## src/hdl/wavhdr_pkg.sv

```systemverilog
// wavhdr_pkg: request and result types, chunk tags and codes for the wav header parser
// no dependencies; imported by wav_header_chunk_parser_unit
package wavhdr_pkg;

    // one input byte of the file
    typedef struct packed {
        logic [7:0] file_byte;
        logic       end_of_file;
    } byte_req_t;

    // one parse result, emitted after the last byte of a file
    typedef struct packed {
        logic [2:0]  parse_status;
        logic [15:0] audio_format;
        logic [15:0] channel_count;
        logic [31:0] sample_rate;
        logic [12:0] bytes_per_sample;
        logic [30:0] sample_count;
        logic [31:0] data_offset;
    } result_t;

    localparam int WIDTH_W = 13;
    localparam int COUNT_W = 31;
    localparam int LEN_W   = 32;
    localparam int NCS_W   = 33;

    localparam logic [31:0] TAG_RIFF = 32'h5249_4646;
    localparam logic [31:0] TAG_WAVE = 32'h5741_5645;
    localparam logic [31:0] TAG_FMT  = 32'h666D_7420;
    localparam logic [31:0] TAG_DATA = 32'h6461_7461;

    localparam logic [NCS_W-1:0] HDR_BYTES = 33'd8;
    localparam logic [NCS_W-1:0] RIFF_HDR  = 33'd12;

    localparam logic [1:0] PH_SEEK = 2'd0;
    localparam logic [1:0] PH_WAVE = 2'd1;
    localparam logic [1:0] PH_SUB  = 2'd2;
    localparam logic [1:0] PH_STOP = 2'd3;

    localparam int FL_WAVE = 0;
    localparam int FL_FMT  = 1;
    localparam int FL_DATA = 2;

    localparam logic [4:0] CAP_IDLE = 5'd16;

    localparam logic [2:0] ST_OK         = 3'd0;
    localparam logic [2:0] ST_NO_RIFF    = 3'd1;
    localparam logic [2:0] ST_NO_FMT     = 3'd2;
    localparam logic [2:0] ST_NOT_PCM    = 3'd3;
    localparam logic [2:0] ST_NO_DATA    = 3'd4;
    localparam logic [2:0] ST_ZERO_WIDTH = 3'd5;

    localparam logic [15:0] FMT_PCM = 16'd1;

endpackage

```

## src/hdl/wav_header_chunk_parser_unit.sv

```systemverilog
// wav_header_chunk_parser_unit: byte-serial riff/wav header walker with a serial divider
// depends on wavhdr_pkg (request/result types, tags, status codes)
//
//  channel   | direction | handshake                 | payload
//  ----------+-----------+---------------------------+---------------------------
//  byte      | in        | byte_valid / byte_ready   | byte_data (byte_req_t)
//  result    | out       | result_valid/result_ready | result_data (result_t)
//
// one file byte is taken per cycle while the walker runs
// the request marked end_of_file is followed by the status decision; when the sample count is
// divided out, the 31-bit length goes through a restoring divider one quotient bit a cycle
// byte_ready stays low from the last byte until the result sits in the output register
// a result waiting on result_ready stalls only the final load, not the byte walk
// reset (rst_n low, asynchronous) clears the walker; it also restarts after every result
module wav_header_chunk_parser_unit
    import wavhdr_pkg::*;
#(
    parameter int OFFSET_BITS = 32
) (
    input  logic      clk,
    input  logic      rst_n,
    input  logic      byte_valid,
    output logic      byte_ready,
    input  byte_req_t byte_data,
    output logic      result_valid,
    input  logic      result_ready,
    output result_t   result_data
);

    // sequencer codes
    localparam logic [1:0] S_RUN = 2'd0;  // walking bytes
    localparam logic [1:0] S_FIN = 2'd1;  // status decision, divider load, walker clear
    localparam logic [1:0] S_DIV = 2'd2;  // one quotient bit per cycle
    localparam logic [1:0] S_OUT = 2'd3;  // load output register when it is free

    localparam logic [4:0] DIV_LAST = 5'(COUNT_W - 1);

    logic [1:0] state_reg, state_next;

    // walker state
    logic [OFFSET_BITS:0] pos_reg, pos_next;
    logic [NCS_W-1:0]     nxt_reg, nxt_next;
    logic [1:0]           phase_reg, phase_next;
    logic [31:0]          id_reg, id_next;
    logic [LEN_W-1:0]     len_reg, len_next;
    logic [4:0]           cap_reg, cap_next;
    logic [63:0]          fields_reg, fields_next;
    logic [15:0]          bits_reg, bits_next;
    logic [COUNT_W-1:0]   dlen_reg, dlen_next;
    logic [31:0]          doff_reg, doff_next;
    logic [2:0]           flags_reg, flags_next;

    // divider and pending result
    logic [COUNT_W-1:0] quo_reg, quo_next;
    logic [WIDTH_W-1:0] rem_reg, rem_next;
    logic [WIDTH_W-1:0] dvsr_reg, dvsr_next;
    logic [4:0]         cnt_reg, cnt_next;
    result_t            pend_reg, pend_next;

    // output register
    logic    out_valid_reg, out_valid_next;
    result_t out_reg, out_next;

    // walker helpers
    logic                 take;
    logic [7:0]           b;
    logic [NCS_W-1:0]     pos_ext;
    logic [NCS_W-1:0]     diff;
    logic                 at_start;
    logic                 k_small;
    logic [3:0]           k;
    logic [LEN_W-1:0]     hdr_len;
    logic [31:0]          id_shift;
    logic [NCS_W-1:0]     pad_len;
    logic [NCS_W-1:0]     body_start;

    // divider helpers
    logic [WIDTH_W:0] rem_shift;
    logic [WIDTH_W:0] rem_diff;
    logic             q_bit;

    // result decision helpers
    logic [15:0]        fin_fmt;
    logic [WIDTH_W-1:0] fin_width;

    assign byte_ready   = (state_reg == S_RUN);
    assign take         = byte_valid && byte_ready;
    assign b            = byte_data.file_byte;
    assign result_valid = out_valid_reg;
    assign result_data  = out_reg;

    // distance of the current byte from the next chunk header
    assign pos_ext    = {{(NCS_W - OFFSET_BITS){1'b0}}, pos_reg[OFFSET_BITS-1:0]};
    assign diff       = pos_ext - nxt_reg;
    assign at_start   = (pos_ext >= nxt_reg);
    assign k_small    = (diff[NCS_W-1:4] == '0);
    assign k          = diff[3:0];
    assign hdr_len    = {b, len_reg[LEN_W-1:8]};
    assign id_shift   = {id_reg[23:0], b};
    // body padded to even length
    assign pad_len    = ({{(NCS_W - LEN_W + 1){1'b0}}, hdr_len[LEN_W-2:0]} + NCS_W'(1))
                        & ~NCS_W'(1);
    assign body_start = nxt_reg + HDR_BYTES;

    assign fin_fmt   = fields_reg[15:0];
    assign fin_width = bits_reg[15:3];

    // restoring divide step
    assign rem_shift = {rem_reg, quo_reg[COUNT_W-1]};
    assign rem_diff  = rem_shift - {1'b0, dvsr_reg};
    assign q_bit     = (rem_shift >= {1'b0, dvsr_reg});

    always_comb
    begin
        state_next     = state_reg;
        pos_next       = pos_reg;
        nxt_next       = nxt_reg;
        phase_next     = phase_reg;
        id_next        = id_reg;
        len_next       = len_reg;
        cap_next       = cap_reg;
        fields_next    = fields_reg;
        bits_next      = bits_reg;
        dlen_next      = dlen_reg;
        doff_next      = doff_reg;
        flags_next     = flags_reg;
        quo_next       = quo_reg;
        rem_next       = rem_reg;
        dvsr_next      = dvsr_reg;
        cnt_next       = cnt_reg;
        pend_next      = pend_reg;
        out_next       = out_reg;
        out_valid_next = out_valid_reg;

        if (out_valid_reg && result_ready)
        begin
            out_valid_next = 1'b0;
        end

        unique case (state_reg)
            S_RUN:
            begin
                if (take)
                begin
                    // bytes past the offset range are not parsed
                    if (!pos_reg[OFFSET_BITS])
                    begin
                        // fmt field capture runs ahead of the header walk
                        if (!cap_reg[4])
                        begin
                            if (!cap_reg[3])
                            begin
                                fields_next[{cap_reg[2:0], 3'b000} +: 8] = b;
                            end
                            else if (cap_reg[3:0] == 4'd14)
                            begin
                                bits_next[7:0] = b;
                            end
                            else if (cap_reg[3:0] == 4'd15)
                            begin
                                bits_next[15:8] = b;
                            end
                            cap_next = cap_reg + 5'd1;
                        end

                        if (at_start)
                        begin
                            unique case (phase_reg)
                                PH_SEEK, PH_SUB:
                                begin
                                    if (k_small && k < 4'd4)
                                    begin
                                        id_next = id_shift;
                                    end
                                    else if (k_small && k < 4'd8)
                                    begin
                                        len_next = hdr_len;
                                    end
                                    if (k_small && k == 4'd7)
                                    begin
                                        if (hdr_len[LEN_W-1])
                                        begin
                                            // negative length ends the walk
                                            phase_next = PH_STOP;
                                        end
                                        else if (phase_reg == PH_SEEK && id_reg == TAG_RIFF)
                                        begin
                                            phase_next = PH_WAVE;
                                        end
                                        else
                                        begin
                                            if (phase_reg == PH_SUB)
                                            begin
                                                if (id_reg == TAG_FMT && !flags_reg[FL_FMT])
                                                begin
                                                    flags_next[FL_FMT] = 1'b1;
                                                    cap_next           = 5'd0;
                                                end
                                                if (id_reg == TAG_DATA && !flags_reg[FL_DATA])
                                                begin
                                                    flags_next[FL_DATA] = 1'b1;
                                                    dlen_next = hdr_len[COUNT_W-1:0];
                                                    doff_next = body_start[31:0];
                                                end
                                            end
                                            nxt_next = body_start + pad_len;
                                        end
                                    end
                                end
                                PH_WAVE:
                                begin
                                    if (k_small && k >= 4'd8 && k < 4'd12)
                                    begin
                                        id_next = id_shift;
                                    end
                                    if (k_small && k == 4'd11)
                                    begin
                                        if (id_shift == TAG_WAVE)
                                        begin
                                            flags_next[FL_WAVE] = 1'b1;
                                            phase_next          = PH_SUB;
                                            nxt_next            = nxt_reg + RIFF_HDR;
                                        end
                                        else
                                        begin
                                            phase_next = PH_STOP;
                                        end
                                    end
                                end
                                PH_STOP:
                                begin
                                end
                            endcase
                        end
                        pos_next = pos_reg + 1'b1;
                    end

                    if (byte_data.end_of_file)
                    begin
                        state_next = S_FIN;
                    end
                end
            end

            S_FIN:
            begin
                pend_next = '0;
                quo_next  = '0;
                rem_next  = '0;
                dvsr_next = fin_width;
                cnt_next  = DIV_LAST;
                state_next = S_OUT;
                priority if (!flags_reg[FL_WAVE])
                begin
                    pend_next.parse_status = ST_NO_RIFF;
                end
                else if (!flags_reg[FL_FMT])
                begin
                    pend_next.parse_status = ST_NO_FMT;
                end
                else
                begin
                    pend_next.audio_format     = fin_fmt;
                    pend_next.channel_count    = fields_reg[31:16];
                    pend_next.sample_rate      = fields_reg[63:32];
                    pend_next.bytes_per_sample = fin_width;
                    priority if (fin_fmt != FMT_PCM)
                    begin
                        pend_next.parse_status = ST_NOT_PCM;
                    end
                    else if (!flags_reg[FL_DATA])
                    begin
                        pend_next.parse_status = ST_NO_DATA;
                    end
                    else
                    begin
                        pend_next.data_offset = doff_reg;
                        if (fin_width == '0)
                        begin
                            pend_next.parse_status = ST_ZERO_WIDTH;
                        end
                        else
                        begin
                            pend_next.parse_status = ST_OK;
                            quo_next   = dlen_reg;
                            state_next = S_DIV;
                        end
                    end
                end

                // walker back to its start for the next file
                pos_next    = '0;
                nxt_next    = '0;
                phase_next  = PH_SEEK;
                id_next     = '0;
                len_next    = '0;
                cap_next    = CAP_IDLE;
                fields_next = '0;
                bits_next   = '0;
                dlen_next   = '0;
                doff_next   = '0;
                flags_next  = '0;
            end

            S_DIV:
            begin
                if (q_bit)
                begin
                    rem_next = rem_diff[WIDTH_W-1:0];
                end
                else
                begin
                    rem_next = rem_shift[WIDTH_W-1:0];
                end
                quo_next = {quo_reg[COUNT_W-2:0], q_bit};
                cnt_next = cnt_reg - 5'd1;
                if (cnt_reg == '0)
                begin
                    state_next = S_OUT;
                end
            end

            S_OUT:
            begin
                if (!out_valid_reg || result_ready)
                begin
                    out_next              = pend_reg;
                    out_next.sample_count = quo_reg;
                    out_valid_next        = 1'b1;
                    state_next            = S_RUN;
                end
            end
        endcase
    end

    always_ff @(posedge clk or negedge rst_n)
    begin
        if (!rst_n)
        begin
            state_reg     <= S_RUN;
            out_valid_reg <= 1'b0;
            pos_reg       <= '0;
            nxt_reg       <= '0;
            phase_reg     <= PH_SEEK;
            id_reg        <= '0;
            len_reg       <= '0;
            cap_reg       <= CAP_IDLE;
            fields_reg    <= '0;
            bits_reg      <= '0;
            dlen_reg      <= '0;
            doff_reg      <= '0;
            flags_reg     <= '0;
        end
        else
        begin
            state_reg     <= state_next;
            out_valid_reg <= out_valid_next;
            pos_reg       <= pos_next;
            nxt_reg       <= nxt_next;
            phase_reg     <= phase_next;
            id_reg        <= id_next;
            len_reg       <= len_next;
            cap_reg       <= cap_next;
            fields_reg    <= fields_next;
            bits_reg      <= bits_next;
            dlen_reg      <= dlen_next;
            doff_reg      <= doff_next;
            flags_reg     <= flags_next;
        end
    end

    // datapath registers, no reset
    always_ff @(posedge clk)
    begin
        quo_reg  <= quo_next;
        rem_reg  <= rem_next;
        dvsr_reg <= dvsr_next;
        cnt_reg  <= cnt_next;
        pend_reg <= pend_next;
        out_reg  <= out_next;
    end

    // last byte stops intake until the result is loaded
    a_eof_stalls: assert property (@(posedge clk) disable iff (!rst_n)
        (take && byte_data.end_of_file) |=> !byte_ready)
        else $error("byte intake not stopped after last byte");

    // only a clean parse carries a sample count
    a_count_only_ok: assert property (@(posedge clk) disable iff (!rst_n)
        (result_valid && result_data.parse_status != ST_OK) |-> result_data.sample_count == '0)
        else $error("sample count on a failed parse");

    // missing riff/wave or fmt reports no fields
    a_empty_fields: assert property (@(posedge clk) disable iff (!rst_n)
        (result_valid && (result_data.parse_status == ST_NO_RIFF ||
                          result_data.parse_status == ST_NO_FMT))
        |-> (result_data.audio_format == '0 && result_data.data_offset == '0))
        else $error("fields reported without fmt");

    // capture offset never runs past idle
    a_cap_range: assert property (@(posedge clk) disable iff (!rst_n)
        cap_reg <= CAP_IDLE)
        else $error("fmt capture offset out of range");

endmodule
```

## config.mk

```make
export PLATFORM = sky130hd
export DESIGN_NAME = wav_header_chunk_parser_unit
export DESIGN_NICKNAME = d
export VERILOG_FILES = /design/src/hdl/wavhdr_pkg.sv /design/src/hdl/wav_header_chunk_parser_unit.sv
export SDC_FILE = /design/constraint.sdc
export NUM_CORES = 1
export LEC_CHECK = 0
export BUFFER_PORTS_ARGS = -buffer_cell sky130_fd_sc_hd__buf_2
export CORE_MARGIN = 2
export CORE_UTILIZATION = 35
export CTS_BUF_LIST = sky130_fd_sc_hd__clkbuf_2
export CTS_CLUSTER_SIZE = 24
export DETAILED_ROUTE_END_ITERATION = 10
export PLACE_DENSITY = 0.54
export SYNTH_ARGS = -nofsm -noshare
export SYNTH_HDL_FRONTEND = slang
export SYNTH_SLANG_ARGS = --single-unit
```

## constraint.sdc

```tcl
create_clock -name clk -period 7.57 [get_ports clk]
set_clock_uncertainty 0.15 [all_clocks]
set_input_delay 0.757 -clock clk [delete_from_list [all_inputs] [get_ports clk]]
set_output_delay 0.757 -clock clk [all_outputs]
set_load 0.01 [all_outputs]
```

==> results by group <==
Setup path
  – WS Path Type: reg2reg
  – Arrival time at the worst endpoint: 6390 ps
  – Slowest stage delay, CP: 750 ps
  – CP max FO: 6
  – Crit path cell chain: and3_1 -> and2_1 -> and4_1 -> and4_1 -> inv_1 -> nor3_1 -> nand2_1 -> xnor2_1 -> ha_1 -> a21o_1 -> a21o_1 -> a21oi_1 -> inv_1 -> o22ai_1 -> a211oi_1 -> o21a_1 -> o41ai_1 -> o21bai_1 -> a21o_1 -> a32oi_1
  – CP required: 8650 ps
  – Critical Path Most Common Cell: a21o_1
  – Startpoint Class: register
  – Crit. End Element: register
  – Slowest cell on crit path: nor3_1

Global routing
  – Vias in the first global route: 22,400
  – Antenna violations before repair: 3
  – First-pass GRT wire length: 130,000 um
  – Total gr overflow: 0
  – Gr usage total: 19.3%
  – Largest net degree at the start of global routing: 181

Clock tree
  – Clock transition at the registers of the reported paths: 100 ps
  – Sink Count: 591
  – Root Driver: clkbuf_2
  – # resized after CTS: 0
  – Clock Tree Buf Depth: 3
  – CTS buffer count: 156
  – H-tree level count: 4
  – Worst skew pair latency: 1370 ps
  – TritonCTS clock tree: built

Routing
  – Vias: 22,400
  – Drt first pass iters: 6
  – Post-route DRC: 0
  – Vias per std cell: 5.37
  – DR WL/cell: 20.1 um
  – Total Routed Length: 84,200 um
  – Iter 0 DRT Violations: 1,605
  – Final ANT Viol Nets: 0

Yosys
  – Mux cell area share after synthesis: 3.23%
  – Yosys Warn Count: 0
  – Mapped Cells: 2,704
  – Synth Area in XOR/XNOR: 3.58%
  – Post-synth EDFFs: 317
  – Cell Area, Synth: 0.0296 mm^2
  – Compound-Gate Fraction of Synth Area: 13.2%
  – Yosys reg bits: 591
  – Dominant synthesized flop cell: edfxtp_1
  – Post-Synth Adder-Cell Area: 4.09%
  – Avg Cell Area, Syn: 10.9 um^2
  – Unique masters post-synth: 100
  – Area share of and/or/nand/nor cells after synthesis: 17.3%
  – Synth Net Count: 2,812
  – Seq/Total Area, Yosys: 55.3%
  – Main combinational cell family by area after synthesis: simple AND/OR/NAND/NOR gates
  – Async set or reset register ratio after synthesis: 46.4%

Layout
  – Max reg flops: 143
  – Most frequent cells in the layout: edfxtp_1, nand2_1, dfrtp_1
  – Syn-to-layout area delta: 12.0%
  – NumNets Final: 3,024
  – Share of layout cells above drive strength 1: 18.1%
  – Commonest non-fill, non-tap cell in the layout: edfxtp_1

Die
  – Die area: 0.0869 mm^2
  – Rows: 106
  – # IOs: 158
  – Core area: 0.0837 mm^2
  – Die Wd: 295 um
  – Initial core utilization: 35.4%
  – DIE HEIGHT: 295 um

Placement
  – Routability Congestion: 0.866
  – Port bufs: 157
  – DP HPWL: 57,900 um

Power and ir drop
  – LEAKAGE: 0.0141 uW
  – Pwr/cell area: 338 mW/mm^2
  – Maximum vdd drop: 0.176 mV

STA
  – Peak Freq: 188 MHz
  – Final Hold Fails: 0
  – Worst Tran Pin Value: 1280 ps
  – Endpoints failing setup: 0
  – Tcrit/Tclk final: 70.2%
  – Max-slew violations: 0
  – Final critical-path required period: 5310 ps
  – Max-slew headroom: 14.7%
  – RSZ-0062 raised after global routing: no
  – Setup tns final: 0 ps
  – Worst hold slack: 239 ps

Worst hold path
  – Worst min path class: reg2reg

Flow run
  – Maxcap violations: 0

Status
  – Status: finished clean
## final timing paths
check	endpoint	slack [ps]	depth (start not counted)	startpoint
max	nxt_reg[32]	2260	20	len_reg[10]
max in group asynchronous	pos_reg[19]	5790	4	rst_n
min reg2reg	result_data[21]	240	0	pend_reg[21]
min	result_data[21]	240	0	pend_reg[21]
max reg2reg	nxt_reg[32]	2260	20	len_reg[10]
min in group asynchronous	nxt_reg[18]	430	4	rst_n
## kinds of logic (layout without fill, tap and decap cells)
group,after synthesis,after routing
and+or+nand+nor,984,984
muxes,80,80
other,1,2
adders and majority gates,95,95
buffers and inverters,237,580
xor gates and xnor gates,121,121
AOI/OAI and AO/OA,595,595
DFF,591,591
## timing repair
item	CTS	global route
setup buffers	0	0
hold buffers	16	0
endpoints found under the hold margin	263	0
## report_power, final
group          leakage, uW  switching (uW)  internal (uW)
clock              0.00114            1370            952
combinational      0.00616            2450           1390
sequential         0.00684             503           4540
total               0.0141            4330           6880
## worst max-delay path: cells and delay by family, from the launching register on
| kind | cells | cell delay [ps] |
|---|---|---|
| xor gates and xnor gates | 1 | 180 |
| DFF | 1 | 440 |
| AOI/OAI and AO/OA | 10 | 2060 |
| adders and majority gates | 1 | 370 |
| and+or+nand+nor | 6 | 1850 |
| buffers and inverters | 2 | 170 |
## through the flow
| stage | cell area [um^2] | util [%] | worst slack [ps] | total power (uW) | cells |
|---|---|---|---|---|---|
| global route | 33200 | 39.6 | 1870 | 12000 | 4182 |
| global placement | 31500 | 37.6 | 2370 | 8870 | 3876 |
| floorplan | 29600 | - | 1840 | 7690 | 2704 |
| detailed placement | 31500 | 37.6 | 2340 | 8970 | 3876 |
| finish | 33200 | 39.6 | 2260 | 11200 | 4182 |
| CTS | 33200 | 39.6 | 2320 | 11400 | 4181 |
## synthesized netlist by cell type, drive strengths merged (16+ instances only)
| cell | instances | share of area [%] |
|---|---|---|
| edfxtp | 317 | 32 |
| nand2 | 300 | 3.8 |
| dfrtp | 273 | 23 |
| o21ai | 212 | 3.6 |
| nor2 | 132 | 1.7 |
| and3 | 131 | 2.8 |
| clkbuf | 112 | 1.4 |
| a21oi | 104 | 1.8 |
| ha | 92 | 3.9 |
| nand3 | 89 | 1.5 |
| inv | 87 | 1.1 |
| xnor2 | 87 | 2.6 |
| nor2b | 72 | 1.5 |
| mux2 | 64 | 2.7 |
| a22o | 57 | 1.7 |
| nor3 | 51 | 0.91 |
| nand4 | 46 | 1.0 |
| buf | 38 | 0.74 |
| a21o | 35 | 0.89 |
| xor2 | 34 | 1.0 |
| nor4 | 31 | 0.71 |
| nor4b | 24 | 0.71 |
| nand2b | 23 | 0.51 |
| nand3b | 22 | 0.56 |
| o21a | 18 | 0.46 |
| o2bb2ai | 18 | 0.53 |
| mux2i | 16 | 0.54 |
| o22ai | 16 | 0.36 |
## routing by layer
layer / vias up / track usage [%] / routed length (um) / part of all wire [%]
met5: - / 0 / 31 / 0.037
met4: 4 / 7.54 / 2480 / 2.9
met3: 161 / 3.59 / 4380 / 5.2
met2: 654 / 32.1 / 40800 / 48
met1: 11100 / 25.0 / 36500 / 43
li1: 10500 / - / - / -
## cell type report
| type | instances | area [um^2] |
|---|---|---|
| Fill cell | 8245 | 50500 |
| Sequential cell | 591 | 16400 |
| Clock buffer | 238 | 1190 |
| Antenna cell | 1 | 2.50 |
| Timing Repair Buffer | 204 | 1230 |
| Multi-Input combinational cell | 1876 | 12300 |
| Tap cell | 1134 | 1420 |
| Clock inverter | 51 | 317 |
| Inverter | 87 | 327 |
(Power assumes the default switching activity.)
